File: config.mk
export PLATFORM = sky130hd
export DESIGN_NAME = hoss_front
export DESIGN_NICKNAME = d
export VERILOG_FILES = /design/src/hdl/hash_ordered_sample_select_defines.svh /design/src/hdl/hoss_pkg.sv /design/src/hdl/hoss_front.sv
export SDC_FILE = /design/constraint.sdc
export NUM_CORES = 1
export LEC_CHECK = 0
export BUFFER_PORTS_ARGS = -buffer_cell sky130_fd_sc_hd__buf_2
export CAP_MARGIN = 20
export CORE_ASPECT_RATIO = 1.75
export CORE_MARGIN = 2
export CORE_UTILIZATION = 30
export DETAILED_ROUTE_END_ITERATION = 10
export GPL_ROUTABILITY_DRIVEN = 0
export PLACE_DENSITY = 0.54
export SETUP_SLACK_MARGIN = 0.1
export SYNTH_ARGS = -nofsm -noshare
export SYNTH_HDL_FRONTEND = slang
export SYNTH_SLANG_ARGS = --single-unit
File: constraint.sdc
create_clock -name clock -period 4.2 [get_ports clock]
set_input_delay 0 -clock clock [delete_from_list [all_inputs] [get_ports clock]]
set_output_delay 0 -clock clock [all_outputs]
set_load 0.02 [all_outputs]
File: src/hdl/hash_ordered_sample_select_defines.svh
// assertion macros for the hash ordered sample select block
`ifndef HASH_ORDERED_SAMPLE_SELECT_DEFINES_SVH
`define HASH_ORDERED_SAMPLE_SELECT_DEFINES_SVH
`ifndef ASSERT_OFF
`define HOSS_ASSERT_NOW(lbl, clk, rst, expr, msg) \
   lbl: assert property (@(posedge clk) disable iff (rst) (expr)) else $error(msg);
`define HOSS_ASSERT_NEXT(lbl, clk, rst, pre, post, msg) \
   lbl: assert property (@(posedge clk) disable iff (rst) (pre) |=> (post)) else $error(msg);
`else
`define HOSS_ASSERT_NOW(lbl, clk, rst, expr, msg)
`define HOSS_ASSERT_NEXT(lbl, clk, rst, pre, post, msg)
`endif
`endif

File: src/hdl/hoss_pkg.sv
// shared types, constants and hash step for the hash ordered sample select block
`timescale 1ns / 1ps
`default_nettype none
package hoss_pkg;
   localparam int DEFAULT_ENTRY_CAPACITY = 64;
   localparam int CFG_W = 7;
   localparam int KEY_W = 31;
   localparam int VALUE_W = 64;
   localparam int HASH_W = 64;
   localparam int CSR_INDEX_W = 2;
   localparam logic [CSR_INDEX_W-1:0] REG_EXACT_LIMIT = 2'd0;
   localparam logic [CSR_INDEX_W-1:0] REG_SAMPLE_COUNT = 2'd1;
   localparam logic [HASH_W-1:0] HASH_BASIS = 64'd1469598103934665603;
   // prime is 2^40 + 0x1b3
   localparam logic [8:0] HASH_PRIME_LO = 9'h1b3;

   typedef struct packed {
      logic [VALUE_W-1:0] value_bits;
      logic [KEY_W-1:0] key_first;
      logic [KEY_W-1:0] key_second;
      logic last_item;
   } item_type;

   typedef struct packed {
      logic [CFG_W-1:0] exact_limit;
      logic [CFG_W-1:0] sample_count;
   } cfg_type;

   typedef struct packed {
      logic emitting;
      logic [CFG_W-1:0] entry_count;
   } stat_type;

   // multiply by the fnv prime modulo 2^64
   function automatic logic [HASH_W-1:0] mul_prime(input logic [HASH_W-1:0] h);
      logic [HASH_W+8:0] lo;
      lo = h * HASH_PRIME_LO;
      return lo[HASH_W-1:0] + {h[HASH_W-41:0], 40'd0};
   endfunction
endpackage
`default_nettype wire

File: src/hdl/hoss_front.sv
// front end: accepts request items into a two entry queue
`timescale 1ns / 1ps
`default_nettype none
module hoss_front import hoss_pkg::*; (
   input wire logic clock,
   input wire logic reset,
   input wire logic in_valid,
   output logic in_ready,
   input wire item_type in_item,
   output logic q_valid,
   output item_type q_item,
   input wire logic q_pop
);
   item_type slot_ff [2];
   logic wr_ptr_ff, wr_ptr_in, rd_ptr_ff, rd_ptr_in;
   logic [1:0] fill_ff, fill_in;
   logic push;

   assign in_ready = (fill_ff != 2'd2);
   assign push = in_valid && in_ready;
   assign q_valid = (fill_ff != 2'd0);
   assign q_item = slot_ff[rd_ptr_ff];

   always_comb begin
      wr_ptr_in = wr_ptr_ff ^ push;
      rd_ptr_in = rd_ptr_ff ^ (q_pop && q_valid);
      fill_in = fill_ff + {1'b0, push} - {1'b0, q_pop && q_valid};
   end

   always_ff @(posedge clock) begin
      if (reset) begin
         wr_ptr_ff <= 1'b0;
         rd_ptr_ff <= 1'b0;
         fill_ff <= 2'd0;
      end else begin
         wr_ptr_ff <= wr_ptr_in;
         rd_ptr_ff <= rd_ptr_in;
         fill_ff <= fill_in;
      end
   end

   always_ff @(posedge clock) begin
      if (push) begin
         slot_ff[wr_ptr_ff] <= in_item;
      end
   end
endmodule
`default_nettype wire

==> results.py <==
metrics = {
    "logic_synthesis": {
        "synth-async-reset-ratio_pct": 0,
        "synth_area_um2": 9430,
        "synth_edf_count": 254,
        "ys_seq_area_share_pct": 81.7,
        "synth_area_leaders": "edfxtp_1 81%, mux2_2 15%, buf_6 1.2%",
        "synth_fp_nets": 555,
        "synth_top_area_share_pct": 80.8,
        "yosysWarnings": 0,
        "synth.most_common_cell": "edfxtp_1",
        "avgSynthCellArea_um2": 22.4,
        "ys_types": 21,
        "ys_seq_elements": 258,
        "yosys.area.top_type": "edfxtp_1",
        "synth_top_cells_by_count": "254 x edfxtp_1, 127 x mux2_2, 10 x buf_6",
        "synth-main-ff-cell": "edfxtp_1",
        "netlist_instances": 422,
    },
    "global_routing": {
        "antenna_found_initial": 7,
        "overflow": 0,
        "grt_pass1_wl_um": 31200,
        "first_global_vias": 5713,
        "grt_max_degree": 70,
        "groute.usage.overall_pct": 12.3,
    },
    "flow_run": {
        "timing.max_cap.violations": 0,
    },
    "timing": {
        "tns_ns": 0,
        "hold_violations": 0,
        "clock_skew_ns": 0.00865,
        "period_share_pct": 58.7,
        "layout_min_cycle_time_ns": 2.47,
        "drv_slew": 0,
        "rsz0062_at_grt": "no",
        "max_freq_mhz": 405,
        "tightest_slew_ns": 0.892,
        "relSlewSlack_pct": 40.5,
        "finalSetupViolCount": 0,
    },
    "critical_path": {
        "crit_fanout": 69,
        "crit_family": "flip-flops",
        "crit_buf_inv": 2,
        "worst_ep_required_time_ns": 4.20,
        "crit_slowest_cell": "dfxtp_4",
        "path_cells": "buf_12, mux2_2, buf_2",
        "r2r-start": "fill_ff[0]$_SDFF_PP0_",
        "critPathArrivalTime_ns": 2.47,
        "cpPeakStageDelay_ns": 0.88,
        "r2r_cells": 4,
        "start_kind": "flop",
        "rrSetupSlack_ns": 2.04,
        "setup.worst_path.end_class": "output port",
        "critPathKind": "flop to output port",
        "rr_endpoint": "slot_ff[0][114]$_DFFE_PP_",
    },
    "detailed_routing": {
        "wl_per_cell_um": 17.1,
        "first_pass_iters": 4,
        "drt-met1-wl_um": 7090,
        "drc": 0,
        "ant_nets": 0,
        "vias_per_cell": 4.30,
        "vias": 5337,
        "wl_met3_um": 994,
        "first_iter_violations": 221,
        "routed_wl_um": 21200,
        "dr_wl_met2_um": 11900,
        "top_layer_used": "met5",
    },
    "die": {
        "start_util_pct": 30.6,
        "dieArea_um2": 32900,
        "ioPinCount": 260,
        "num_rows": 85,
        "die_h_um": 239,
        "core_um2": 30800,
        "die_width_um": 138,
    },
    "clock_tree": {
        "cts_buffer_depth": 3,
        "h-tree-depth": 1,
        "cts_buffers": 25,
        "tritoncts": "built",
        "path_clk_slew_ns": 0.06,
        "cts.sinks": 258,
        "postCtsResizedCells": 0,
        "cts-root-buf": "clkbuf_16",
        "insertion_delay_ns": 0.52,
    },
    "cells_and_area": {
        "final_area_um2": 13200,
        "layout.nets": 963,
        "stdcell_count": 1240,
        "nFillCells": 2798,
        "drive_gt1_share_pct": 50.1,
        "area_delta_synth_final_pct": 40.1,
    },
    "worst_hold_path": {
        "min_from": "in_item[24]",
        "worstHoldEndpoint": "slot_ff[1][24]$_DFFE_PP_",
        "hold_class": "input pin to flop",
        "hold_path_depth": 2,
    },
    "status": {
        "status": "completed",
    },
    "power": {
        "p_per_area_nw_per_um2": 536,
        "p_leak_nw": 4.90,
        "irDropWorstVdd_mv": 0.358,
    },
    "placement": {
        "hpwl_um": 13500,
        "placedCellCount": 1063,
        "portBuffers": 259,
        "dpl_cell_area_um2": 11200,
    },
}
## sequential cells by signal, indices dropped and copies added (netlist names)
signal and cells:
fill_ff 2, rd_ptr_ff 1, slot_ff 254, wr_ptr_ff 1
## logic make-up (layout without fill, tap and decap cells)
family	count (synthesis)	after routing	synth area share, %
flip-flops	258	258	81.7
multiplexers	128	128	15.3
buffers and inverters	15	437	1.55
AND/OR/NAND/NOR	13	13	0.730
AO/OA/AOI/OAI	5	5	0.385
adder cells (fa/ha/maj)	2	2	0.265
XOR/XNOR	1	1	0.0929
other	0	5	0
## timing repair
item,CTS,global route
setup buffers,0,0
endpoints found under the hold margin,258,0
hold buffers,131,0
## power by group
group | leakage, nW | switching, mW | internal (mW) | total [mW]
combinational | 2.14 | 1.00 | 0.738 | 1.74
sequential | 2.41 | 0.131 | 3.19 | 3.32
clock | 0.346 | 0.887 | 1.14 | 2.02
total | 4.90 | 2.02 | 5.06 | 7.08
## layer usage
layer | vias to the layer above | global-route usage (%)
met5 | - | 0
met4 | 6 | 7.54
met3 | 60 | 2.54
met2 | 165 | 24.0
met1 | 2614 | 11.7
li1 | 2492 | -
## stage by stage
stage          hold WS, ns  setup WS, ns  power, mW  utilization, %
2_1_floorplan       0.0667          1.27       4.49               -
3_5_place_dp         0.192          1.97       5.05            36.2
3_3_place_gp         0.187          1.97       5.04            36.2
6_report             0.200          1.73       7.08            42.9
5_1_grt              0.186          1.53       7.39            42.9
4_1_cts              0.164          1.60       7.22            42.8
## worst max-delay path by stage
stage	slack, ns	cells past startpoint	to	from
finish	1.73	3	q_item[68]	rd_ptr_ff$_SDFF_PP0_
global route	1.53	3	q_item[68]	rd_ptr_ff$_SDFF_PP0_
CTS	1.60	3	q_item[35]	rd_ptr_ff$_SDFF_PP0_
detailed placement	1.97	4	slot_ff[0][0]$_DFFE_PP_	fill_ff[0]$_SDFF_PP0_
global placement	1.97	4	slot_ff[0][50]$_DFFE_PP_	fill_ff[0]$_SDFF_PP0_
floorplan	1.27	3	slot_ff[0][0]$_DFFE_PP_	fill_ff[0]$_SDFF_PP0_
## cell usage in the layout, fill, tap and decap left out, drive strengths merged, types with 2 or more instances in the layout
| master | instances |
|---|---|
| buf | 264 |
| edfxtp | 254 |
| dlygate4sd3 | 131 |
| mux2 | 128 |
| clkbuf | 28 |
| clkinv | 10 |
| diode | 5 |
| nor2 | 5 |
| dfxtp | 4 |
| nor2b | 2 |
| o21ai | 2 |
| inv | 2 |
| ha | 2 |
## area by class of cell
cell class	count	area, um^2	area share [%]
well taps	391	489	3.70
multi-input cells	149	1600	12.1
repair buffers	395	2680	20.3
diodes	5	12.5	0.0947
flip-flops and latches	258	7710	58.3
clock inverters	13	83.8	0.634
inverters	1	3.75	0.0284
clock buffers	28	637	4.82
(Power assumes the default switching activity.)
